## config.mk

```make
export PLATFORM = sky130hd
export DESIGN_NAME = space_vector_pwm_compare
export DESIGN_NICKNAME = d
export VERILOG_FILES = /design/src/rtl/core/svpwm_pkg.sv /design/src/rtl/core/svpwm_front.sv /design/src/rtl/core/svpwm_queue.sv /design/src/rtl/core/svpwm_back.sv /design/src/rtl/core/space_vector_pwm_compare.sv
export SDC_FILE = /design/constraint.sdc
export NUM_CORES = 2
export LEC_CHECK = 0
export ABC_CLOCK_PERIOD_IN_PS = 8000
export BUFFER_PORTS_ARGS = -buffer_cell sky130_fd_sc_hd__buf_4
export CORE_UTILIZATION = 55
export CTS_CLUSTER_SIZE = 24
export DETAILED_ROUTE_END_ITERATION = 6
export HOLD_SLACK_MARGIN = 0.15
export PLACE_DENSITY_LB_ADDON = 0.05
export SETUP_SLACK_MARGIN = 0.05
export SLEW_MARGIN = 30
export SYNTH_ARGS = -nofsm -noshare
export SYNTH_HDL_FRONTEND = slang
export SYNTH_SLANG_ARGS = --single-unit
```

## constraint.sdc

```tcl
create_clock -name clock -period 8 [get_ports clock]
set_input_delay 0.4 -clock clock [delete_from_list [all_inputs] [get_ports clock]]
set_output_delay 0.4 -clock clock [all_outputs]
set_load 0.02 [all_outputs]
```

## src/rtl/core/svpwm_pkg.sv

```systemverilog
// ============================================================================
// svpwm_pkg
// Shared types and constants for the space vector PWM compare generator.
// ============================================================================
package svpwm_pkg;

   localparam int unsigned CMD_W    = 16;
   localparam int unsigned CMP_W    = 16;
   localparam int unsigned TIME_W   = 16;
   localparam int unsigned DUTY_W   = 18;
   localparam int unsigned PROD_W   = 17;
   localparam int unsigned QUEUE_DEPTH = 4;
   localparam int unsigned QUEUE_AW    = 2;

   // 4 * duty in Q.14 units: the half-scale bias 2.0 stands for a duty of 0.5
   localparam logic signed [DUTY_W-1:0] DUTY_BIAS = 18'sd32768;
   // one unit of on-time in Q.14
   localparam logic [TIME_W:0] UNIT_Q14 = 17'd16384;
   localparam logic [CMP_W-1:0] PERIOD_RESET = 16'd2500;

   typedef enum logic [2:0] {
      SECTOR_1 = 3'd1,
      SECTOR_2 = 3'd2,
      SECTOR_3 = 3'd3,
      SECTOR_4 = 3'd4,
      SECTOR_5 = 3'd5,
      SECTOR_6 = 3'd6
   } sector_type;

   // sector and active times after classification
   typedef struct packed {
      sector_type          sector;
      logic [TIME_W-1:0]   t1;
      logic [TIME_W-1:0]   t2;
   } active_time_type;

   // biased scaled duties, one per leg, queued between front and back
   typedef struct packed {
      logic signed [DUTY_W-1:0] s_a;
      logic signed [DUTY_W-1:0] s_b;
      logic signed [DUTY_W-1:0] s_c;
      sector_type               sector;
      logic                     over_mod;
   } duty_item_type;

   // scaled compares before saturation
   typedef struct packed {
      logic [PROD_W-1:0] prod_a;
      logic [PROD_W-1:0] prod_b;
      logic [PROD_W-1:0] prod_c;
      sector_type        sector;
      logic              over_mod;
   } scaled_item_type;

endpackage

```

## src/rtl/core/svpwm_front.sv

```systemverilog
// ============================================================================
// svpwm_front
// Two-stage front end: phase differences and sector, then leg duties.
// ============================================================================
module svpwm_front (
   input  logic                    clock,
   input  logic                    reset,
   input  logic                    in_valid,
   output logic                    in_ready,
   input  logic signed [15:0]      phase_a_cmd,
   input  logic signed [15:0]      phase_b_cmd,
   input  logic signed [15:0]      phase_c_cmd,
   output logic                    out_valid,
   input  logic                    out_ready,
   output svpwm_pkg::duty_item_type out_data
);
   import svpwm_pkg::*;

   logic            s1_vld_ff, s1_vld_in;
   active_time_type s1_data_ff, s1_data_in;
   logic            s2_vld_ff, s2_vld_in;
   duty_item_type   s2_data_ff, s2_data_in;
   logic            s1_adv, s2_adv;

   logic signed [16:0] r, p, q, neg_r, neg_p, neg_q;
   logic signed [DUTY_W-1:0] t1_s, t2_s, sum_s;
   logic signed [DUTY_W-1:0] full_s, t0_s, d_t1_s, d_t2_s;
   logic [TIME_W:0] sum_u;

   assign s2_adv   = !s2_vld_ff || out_ready;
   assign s1_adv   = !s1_vld_ff || s2_adv;
   assign in_ready = s1_adv;

   // stage 1: line differences and sector by sign tests
   always_comb begin
      r     = {phase_a_cmd[15], phase_a_cmd} - {phase_b_cmd[15], phase_b_cmd};
      p     = {phase_b_cmd[15], phase_b_cmd} - {phase_c_cmd[15], phase_c_cmd};
      q     = {phase_a_cmd[15], phase_a_cmd} - {phase_c_cmd[15], phase_c_cmd};
      neg_r = -r;
      neg_p = -p;
      neg_q = -q;
      s1_data_in = '{sector: SECTOR_1, t1: '0, t2: '0};
      if (p >= 17'sd0 && r > 17'sd0) begin
         s1_data_in = '{sector: SECTOR_1, t1: r[15:0], t2: p[15:0]};
      end else if (r <= 17'sd0 && q > 17'sd0) begin
         s1_data_in = '{sector: SECTOR_2, t1: q[15:0], t2: neg_r[15:0]};
      end else if (q <= 17'sd0 && p > 17'sd0) begin
         s1_data_in = '{sector: SECTOR_3, t1: p[15:0], t2: neg_q[15:0]};
      end else if (p <= 17'sd0 && r < 17'sd0) begin
         s1_data_in = '{sector: SECTOR_4, t1: neg_r[15:0], t2: neg_p[15:0]};
      end else if (r >= 17'sd0 && q < 17'sd0) begin
         s1_data_in = '{sector: SECTOR_5, t1: neg_q[15:0], t2: r[15:0]};
      end else if (q >= 17'sd0 && p < 17'sd0) begin
         s1_data_in = '{sector: SECTOR_6, t1: neg_p[15:0], t2: q[15:0]};
      end
   end

   // stage 2: biased duties, s = 4*d in Q.14 (bias 2.0 is d = 0.5)
   always_comb begin
      t1_s   = $signed({2'b00, s1_data_ff.t1});
      t2_s   = $signed({2'b00, s1_data_ff.t2});
      sum_s  = t1_s + t2_s;
      sum_u  = sum_s[TIME_W:0];
      full_s = DUTY_BIAS + sum_s;
      t0_s   = DUTY_BIAS - sum_s;
      d_t1_s = DUTY_BIAS + t1_s - t2_s;
      d_t2_s = DUTY_BIAS + t2_s - t1_s;
      s2_data_in.sector   = s1_data_ff.sector;
      s2_data_in.over_mod = (sum_u > UNIT_Q14);
      case (s1_data_ff.sector)
         SECTOR_1: begin
            s2_data_in.s_a = full_s; s2_data_in.s_b = d_t2_s; s2_data_in.s_c = t0_s;
         end
         SECTOR_2: begin
            s2_data_in.s_a = d_t1_s; s2_data_in.s_b = full_s; s2_data_in.s_c = t0_s;
         end
         SECTOR_3: begin
            s2_data_in.s_a = t0_s; s2_data_in.s_b = full_s; s2_data_in.s_c = d_t2_s;
         end
         SECTOR_4: begin
            s2_data_in.s_a = t0_s; s2_data_in.s_b = d_t1_s; s2_data_in.s_c = full_s;
         end
         SECTOR_5: begin
            s2_data_in.s_a = d_t2_s; s2_data_in.s_b = t0_s; s2_data_in.s_c = full_s;
         end
         default: begin
            s2_data_in.s_a = full_s; s2_data_in.s_b = t0_s; s2_data_in.s_c = d_t1_s;
         end
      endcase
   end

   always_comb begin
      s1_vld_in = s1_adv ? in_valid : s1_vld_ff;
      s2_vld_in = s2_adv ? s1_vld_ff : s2_vld_ff;
   end

   always_ff @(posedge clock) begin
      if (reset) begin
         s1_vld_ff <= 1'b0;
         s2_vld_ff <= 1'b0;
      end else begin
         s1_vld_ff <= s1_vld_in;
         s2_vld_ff <= s2_vld_in;
      end
   end

   always_ff @(posedge clock) begin
      if (s1_adv) begin
         s1_data_ff <= s1_data_in;
      end
      if (s2_adv) begin
         s2_data_ff <= s2_data_in;
      end
   end

   assign out_valid = s2_vld_ff;
   assign out_data  = s2_data_ff;

endmodule

```

## src/rtl/core/svpwm_queue.sv

```systemverilog
// ============================================================================
// svpwm_queue
// Small FIFO that decouples the front end from the back end.
// ============================================================================
module svpwm_queue (
   input  logic                     clock,
   input  logic                     reset,
   input  logic                     push_valid,
   output logic                     push_ready,
   input  svpwm_pkg::duty_item_type push_data,
   output logic                     pop_valid,
   input  logic                     pop_ready,
   output svpwm_pkg::duty_item_type pop_data
);
   import svpwm_pkg::*;

   duty_item_type        mem_ff [QUEUE_DEPTH];
   logic [QUEUE_AW:0]    wr_ptr_ff, wr_ptr_in;
   logic [QUEUE_AW:0]    rd_ptr_ff, rd_ptr_in;
   logic [QUEUE_AW:0]    count;
   logic                 full, empty, push, pop;

   assign count      = wr_ptr_ff - rd_ptr_ff;
   assign empty      = (wr_ptr_ff == rd_ptr_ff);
   assign full       = (count == (QUEUE_AW+1)'(QUEUE_DEPTH));
   assign push_ready = !full;
   assign pop_valid  = !empty;
   assign push       = push_valid && !full;
   assign pop        = pop_ready && !empty;
   assign pop_data   = mem_ff[rd_ptr_ff[QUEUE_AW-1:0]];

   always_comb begin
      wr_ptr_in = push ? wr_ptr_ff + 1'b1 : wr_ptr_ff;
      rd_ptr_in = pop  ? rd_ptr_ff + 1'b1 : rd_ptr_ff;
   end

   always_ff @(posedge clock) begin
      if (reset) begin
         wr_ptr_ff <= '0;
         rd_ptr_ff <= '0;
      end else begin
         wr_ptr_ff <= wr_ptr_in;
         rd_ptr_ff <= rd_ptr_in;
      end
   end

   always_ff @(posedge clock) begin
      if (push) begin
         mem_ff[wr_ptr_ff[QUEUE_AW-1:0]] <= push_data;
      end
   end

`ifndef SYNTHESIS
   a_count_bound: assert property (@(posedge clock) disable iff (reset)
      count <= (QUEUE_AW+1)'(QUEUE_DEPTH))
      else $error("queue count exceeds depth");
   a_push_grows: assert property (@(posedge clock) disable iff (reset)
      push && !pop |=> count == $past(count) + 1'b1)
      else $error("queue count did not grow on push");
   a_pop_shrinks: assert property (@(posedge clock) disable iff (reset)
      pop && !push |=> count == $past(count) - 1'b1)
      else $error("queue count did not shrink on pop");
`endif

endmodule

```

## src/rtl/core/svpwm_back.sv

```systemverilog
// ============================================================================
// svpwm_back
// Two-stage back end: scale duties by the period, then saturate.
// ============================================================================
module svpwm_back #(
   parameter int unsigned COMPARE_WIDTH = 16
) (
   input  logic                     clock,
   input  logic                     reset,
   input  logic                     in_valid,
   output logic                     in_ready,
   input  svpwm_pkg::duty_item_type in_data,
   input  logic [15:0]              pwm_period,
   output logic                     out_valid,
   input  logic                     out_ready,
   output logic [15:0]              compare_a,
   output logic [15:0]              compare_b,
   output logic [15:0]              compare_c,
   output svpwm_pkg::sector_type    sector_number,
   output logic                     over_modulation
);
   import svpwm_pkg::*;

   localparam logic [CMP_W-1:0] CMP_CAP = (COMPARE_WIDTH >= CMP_W) ? {CMP_W{1'b1}} :
      CMP_W'((64'd1 << COMPARE_WIDTH) - 64'd1);

   logic            b1_vld_ff, b1_vld_in;
   scaled_item_type b1_data_ff, b1_data_in;
   logic            o_vld_ff, o_vld_in;
   logic [CMP_W-1:0] cmp_a_ff, cmp_b_ff, cmp_c_ff;
   logic [CMP_W-1:0] cmp_a_in, cmp_b_in, cmp_c_in;
   sector_type      sector_ff;
   logic            over_ff;
   logic            b1_adv, o_adv;

   function automatic logic [PROD_W-1:0] scale_duty(input logic signed [DUTY_W-1:0] s,
                                                    input logic [CMP_W-1:0] period);
      logic [PROD_W+CMP_W-1:0] prod;
      prod = s[PROD_W-1:0] * period;
      if (s <= $signed(DUTY_W'(0))) begin
         return '0;
      end
      return prod[PROD_W+CMP_W-1:CMP_W];
   endfunction

   function automatic logic [CMP_W-1:0] clamp_cmp(input logic [PROD_W-1:0] prod,
                                                  input logic [CMP_W-1:0] period);
      logic [CMP_W-1:0] lim;
      lim = (period < CMP_CAP) ? period : CMP_CAP;
      if (prod > {1'b0, lim}) begin
         return lim;
      end
      return prod[CMP_W-1:0];
   endfunction

   assign o_adv    = !o_vld_ff || out_ready;
   assign b1_adv   = !b1_vld_ff || o_adv;
   assign in_ready = b1_adv;

   always_comb begin
      b1_data_in.prod_a   = scale_duty(in_data.s_a, pwm_period);
      b1_data_in.prod_b   = scale_duty(in_data.s_b, pwm_period);
      b1_data_in.prod_c   = scale_duty(in_data.s_c, pwm_period);
      b1_data_in.sector   = in_data.sector;
      b1_data_in.over_mod = in_data.over_mod;
      cmp_a_in = clamp_cmp(b1_data_ff.prod_a, pwm_period);
      cmp_b_in = clamp_cmp(b1_data_ff.prod_b, pwm_period);
      cmp_c_in = clamp_cmp(b1_data_ff.prod_c, pwm_period);
      b1_vld_in = b1_adv ? in_valid : b1_vld_ff;
      o_vld_in  = o_adv ? b1_vld_ff : o_vld_ff;
   end

   always_ff @(posedge clock) begin
      if (reset) begin
         b1_vld_ff <= 1'b0;
         o_vld_ff  <= 1'b0;
      end else begin
         b1_vld_ff <= b1_vld_in;
         o_vld_ff  <= o_vld_in;
      end
   end

   always_ff @(posedge clock) begin
      if (b1_adv) begin
         b1_data_ff <= b1_data_in;
      end
      if (o_adv) begin
         cmp_a_ff  <= cmp_a_in;
         cmp_b_ff  <= cmp_b_in;
         cmp_c_ff  <= cmp_c_in;
         sector_ff <= b1_data_ff.sector;
         over_ff   <= b1_data_ff.over_mod;
      end
   end

   assign out_valid       = o_vld_ff;
   assign compare_a       = cmp_a_ff;
   assign compare_b       = cmp_b_ff;
   assign compare_c       = cmp_c_ff;
   assign sector_number   = sector_ff;
   assign over_modulation = over_ff;

endmodule

```

## src/rtl/core/space_vector_pwm_compare.sv

```systemverilog
// ============================================================================
// space_vector_pwm_compare
// Space vector PWM: phase commands in, three leg compare values out.
// ============================================================================
// Usage:
//   req_*  : one item is three signed Q2.14 phase voltage commands.
//   rsp_*  : one item per request: three compare counts, the 60-degree
//            sector (1..6) and an overmodulation flag (zero time < 0).
//   csr_*  : write port for the PWM period in timer counts; write it only
//            while no item is in flight. It is always ready.
// Timing:
//   One item per cycle is sustained while rsp_tready is high. The front
//   end (sector, duty pattern) feeds a 4-entry queue; the back end
//   (period multiply, saturation) drains it into the output register.
// Stalls and reset:
//   When rsp_tready is low the output holds, the back end halts and the
//   queue fills; req_tready drops only once the queue and the front end
//   stages are all occupied. Reset empties every stage and the queue and
//   loads the period with 2500 counts.
// ============================================================================
module space_vector_pwm_compare #(
   parameter int unsigned COMPARE_WIDTH = 16
) (
   input  logic        clock,
   input  logic        reset,
   // request: [15:0] phase_a_cmd, [31:16] phase_b_cmd, [47:32] phase_c_cmd
   input  logic        req_tvalid,
   output logic        req_tready,
   input  logic [47:0] req_tdata,
   // response: [15:0] compare_a, [31:16] compare_b, [47:32] compare_c,
   //           [50:48] sector_number, [51] over_modulation, [55:52] zero
   output logic        rsp_tvalid,
   input  logic        rsp_tready,
   output logic [55:0] rsp_tdata,
   // period register write
   input  logic        csr_valid,
   output logic        csr_ready,
   input  logic [15:0] csr_wdata
);
   import svpwm_pkg::*;

   logic [CMP_W-1:0] period_ff, period_in;

   logic          fq_valid, fq_ready;
   duty_item_type fq_data;
   logic          qb_valid, qb_ready;
   duty_item_type qb_data;

   logic [CMP_W-1:0] compare_a, compare_b, compare_c;
   sector_type       sector_number;
   logic             over_modulation;

   // period register: written straight from the port, never back-pressured
   assign csr_ready = 1'b1;
   assign period_in = (csr_valid && csr_ready) ? csr_wdata : period_ff;

   always_ff @(posedge clock) begin
      if (reset) begin
         period_ff <= PERIOD_RESET;
      end else begin
         period_ff <= period_in;
      end
   end

   // front end: classify sector and build leg duties
   svpwm_front u_front (
      .clock       (clock),
      .reset       (reset),
      .in_valid    (req_tvalid),
      .in_ready    (req_tready),
      .phase_a_cmd ($signed(req_tdata[15:0])),
      .phase_b_cmd ($signed(req_tdata[31:16])),
      .phase_c_cmd ($signed(req_tdata[47:32])),
      .out_valid   (fq_valid),
      .out_ready   (fq_ready),
      .out_data    (fq_data)
   );

   // queue between the two halves
   svpwm_queue u_queue (
      .clock      (clock),
      .reset      (reset),
      .push_valid (fq_valid),
      .push_ready (fq_ready),
      .push_data  (fq_data),
      .pop_valid  (qb_valid),
      .pop_ready  (qb_ready),
      .pop_data   (qb_data)
   );

   // back end: scale by period and saturate
   svpwm_back #(
      .COMPARE_WIDTH (COMPARE_WIDTH)
   ) u_back (
      .clock           (clock),
      .reset           (reset),
      .in_valid        (qb_valid),
      .in_ready        (qb_ready),
      .in_data         (qb_data),
      .pwm_period      (period_ff),
      .out_valid       (rsp_tvalid),
      .out_ready       (rsp_tready),
      .compare_a       (compare_a),
      .compare_b       (compare_b),
      .compare_c       (compare_c),
      .sector_number   (sector_number),
      .over_modulation (over_modulation)
   );

   assign rsp_tdata = {4'b0000, over_modulation, sector_number,
                       compare_c, compare_b, compare_a};

`ifndef SYNTHESIS
   a_sector_range: assert property (@(posedge clock) disable iff (reset)
      rsp_tvalid |-> rsp_tdata[50:48] != 3'd0 && rsp_tdata[50:48] != 3'd7)
      else $error("sector out of range");
   a_cmp_le_period: assert property (@(posedge clock) disable iff (reset)
      rsp_tvalid |-> rsp_tdata[15:0] <= period_ff && rsp_tdata[31:16] <= period_ff &&
                     rsp_tdata[47:32] <= period_ff)
      else $error("compare above period");
   a_pad_zero: assert property (@(posedge clock) disable iff (reset)
      rsp_tvalid |-> rsp_tdata[55:52] == 4'b0000)
      else $error("response padding not zero");
`endif

endmodule
```

==> summary.txt <==
Timing
  – Worst-margin pin slew: about 1.1 ns
  – Fmax: between 100 and 150 MHz
  – Post-route worst setup slack: roughly 0.37 ns
  – Final Slew Violations: 0
  – RSZ-0062 raised after global routing: false
  – Fin Clk Skew: between 0.04 and 0.05 ns
  – Final period util: 0.954
  – Crit path time final: between 7 and 8 ns
  – Max_slew headroom: 0.290
  – Hold Vio Cnt, Final: 0
  – Final setup viols: 0
  – Final TNS setup: 0 ns

Routing
  – DRT Pass-1 Iters: 6
  – Met3 WL: about 7.9 mm
  – Top Metal Used: met4
  – Detail-routed net length per standard cell: approximately 21 um
  – DRC: 0
  – Drt first-iter violations: between 2000 and 3000
  – Met2 wire len: 69.3 mm
  – DR vias/cell: 5.77
  – Total Wirelength: 141 mm
  – DRT antenna net count: 0
  – DR vias: between 30000 and 40000
  – M1 WL: 58.4 mm

Status
  – Status: finished, final reports clean

Clock tree
  – Htree depth: 2
  – Reg clk slew, reported paths: approximately 0.060 ns
  – TritonCTS Sinks: 450
  – Worst-Skew Late Latency: between 0.6 and 0.7 ns
  – Root Buffer: clkbuf_16
  – CTS tree: yes
  – CTS Buf Count: 50
  – Max Buffers Root-to-Sink: 3

GRT
  – Total gr overflow: 0
  – Global-route wire length before repair: 222 mm
  – Initial antenna violation count: 0
  – Pin count of the biggest net entering global routing: 65
  – Vias in the first global route: between 30000 and 40000
  – GRT Util Overall: 0.302

Synthesis
  – Compound-Gate Fraction of Synth Area: 0.0999
  – Synth Flop Type: edfxtp_1
  – Post-synthesis xor/xnor area fraction: 0.0317
  – Post-synthesis adder-cell area fraction: 0.354
  – Synth unique cells: between 90 and 100
  – Cell Area, Synth: slightly above 50000 um^2
  – Synthesis warning total: 0
  – Post-synthesis mux area share: 0.0405
  – Cell count after synthesis: 5198
  – Largest family of logic cells by synthesized area: adder cells
  – Synthesized area per cell: between 10 and 15 um^2
  – Asr flop ratio synth: 0
  – Seq/Total Area, Yosys: 0.254
  – Simple-Gate Fraction of Synth Area: 0.140
  – Yosys reg bits: 450
  – Post-synth EDFFs: approximately 420

Critical path
  – Setup CP Type: flop to flop
  – Crit. End Element: flop
  – Critical path launch point type: flop
  – Required time at the worst-slack endpoint: about 8.4 ns
  – Max incr delay on CP: between 0.5 and 0.6 ns
  – Crit path max-delay cell type: mux4_2
  – Critical Path Fanout Max: 8
  – CP arrival: 8.02 ns
  – Critical Path Most Common Cell: fa_1
  – WP buf/inv: 6
  – CP delay by family, top: adder cells

Floorplan
  – Area of the core: 93500 um^2
  – Initial Util: 0.556
  – DIE WIDTH: a little over 300 um
  – Die height: between 300 and 400 um
  – Top-Level Pins: around 130
  – Area of the die: between 90000 and 100000 um^2
  – FP Rows: between 100 and 150

Finish
  – Share of cells above drive strength 1: 0.0998
  – Diode count: 0
  – Filler cells: just over 8000
  – Final Core Density: 0.608
  – Non-filler cells, final: 6586
  – Final net count: around 6500
  – Area Overhead vs Synth: 9.32%

Placed design
  – Pre-CTS setup slack: around 0.007 ns
  – HPWL after DPL: about 110 mm
  – GP Congestion: 0.924
  – # port buffers: around 120
  – DP Cell Count: about 6500

Min path
  – Min-delay src: csr_valid
  – Hold WC Path Type: input port to flop

Flow run
  – # Max-Cap Violations: 0
cells in the final DEF (no fill, tap or decap), types with 56 or more instances in the layout:
cell and n:
nand2_1 593, o21ai_0 108, mux4_2 56, fa_1 627, and2_1 363, a21oi_1 171, buf_4 261, nor2_1 230
xnor2_1 125, ha_1 466, edfxtp_1 422, xor2_1 63, a21o_1 59, inv_1 817
per-layer routing:
layer	up-vias	GRT usage
met5	-	0
met4	0	0.124
met3	302	0.0399
met2	1208	0.517
met1	19052	0.387
li1	17467	-
sequential cells by signal (all words and copies together) (netlist names), 3 cells and up, named ones only:
name                  count
u_back.sector_number      3
u_queue.rd_ptr_ff         3
period_ff                16
u_front.out_data         56
u_back.b1_data_ff        55
u_back.compare_c         16
u_queue.mem_ff          224
u_back.compare_a         16
u_queue.wr_ptr_ff         3
u_front.s1_data_ff       35
u_back.compare_b         16
layout make-up:
class	instances	area, um^2	area share
clock buffer	59	1310	0.0230
clock inverter	35	418	0.00735
inverter	824	3090	0.0544
multi-input combinational	3664	34700	0.611
sequential	450	13300	0.233
tap	1254	1570	0.0276
timing repair buffer	300	2470	0.0435
final timing paths:
path                                          to  slack, ns  depth (start not counted)
max reg2reg  u_back.b1_data_ff[20]$_SDFFCE_PP0P_       0.37                         26
min reg2reg    u_back.sector_number[1]$_DFFE_PP_       0.41                          0
min                    period_ff[8]$_SDFFE_PP1P_       0.19                          3
max          u_back.b1_data_ff[20]$_SDFFCE_PP0P_       0.37                         26
kinds of logic after synthesis:
| kind of cell | Yosys count |
|---|---|
| other | 2 |
| muxes | 134 |
| AOI/OAI and AO/OA | 748 |
| adders and majority gates | 1093 |
| DFF | 450 |
| and+or+nand+nor | 1496 |
| xor gates and xnor gates | 188 |
| buffers and inverters | 1087 |
metrics by stage:
step                      cell area, um^2  hold WS [ns]
after floorplan                     52000         0.400
after global placement              54700         0.414
after detailed placement            54700         0.411
after CTS                           56700         0.154
after global routing                56800         0.208
final                               56800         0.192
cell usage after synthesis (11+ instances only):
master	count	area share
o22ai_1	45	0.0054
o221ai_1	13	0.0022
a211oi_1	30	0.0043
inv_1	818	0.059
or3_1	19	0.0023
nor2_1	230	0.017
nor3_1	47	0.0045
a31oi_1	44	0.0053
a221oi_1	24	0.0040
nand3_1	48	0.0046
xnor2_1	125	0.021
and2_1	368	0.044
a221o_1	22	0.0042
ha_1	466	0.11
mux2i_1	27	0.0052
nand2_1	595	0.043
fa_1	627	0.24
clkbuf_1	228	0.016
mux2_2	51	0.011
xor2_1	63	0.011
dfxtp_1	28	0.011
nor2b_1	33	0.0040
nor3b_1	11	0.0016
a211o_1	18	0.0030
o21bai_1	21	0.0030
nand4_1	20	0.0024
a21oi_1	171	0.016
nand2b_1	37	0.0045
a21o_1	59	0.0085
o21a_1	30	0.0043
or2_2	11	0.0013
o31ai_1	13	0.0019
buf_2	11	0.0011
o211ai_1	34	0.0049
nor4_1	21	0.0025
buf_4	12	0.0017
mux4_2	56	0.024
edfxtp_1	422	0.24
and3_1	20	0.0024
o21ai_0	108	0.010
buf_1	12	0.00087
repair_timing:
item,CTS,global route
hold buffers,26,0
hold endpoints to repair,23,0
pin swaps,0,2
buffers inserted,4,7
endpoints found under the setup margin,1,11
gates resized for setup,0,4
worst reg2reg max path: cells and delay by family (launching register included):
kind	cells	cell delay, ns
adders and majority gates	7	3.13
AOI/OAI and AO/OA	8	2.05
muxes	2	0.86
and+or+nand+nor	3	0.50
buffers and inverters	6	0.47
DFF	1	0.38
Power is not shown: default switching activity piles up to over one toggle a cycle in this logic, so the estimate is an artifact.
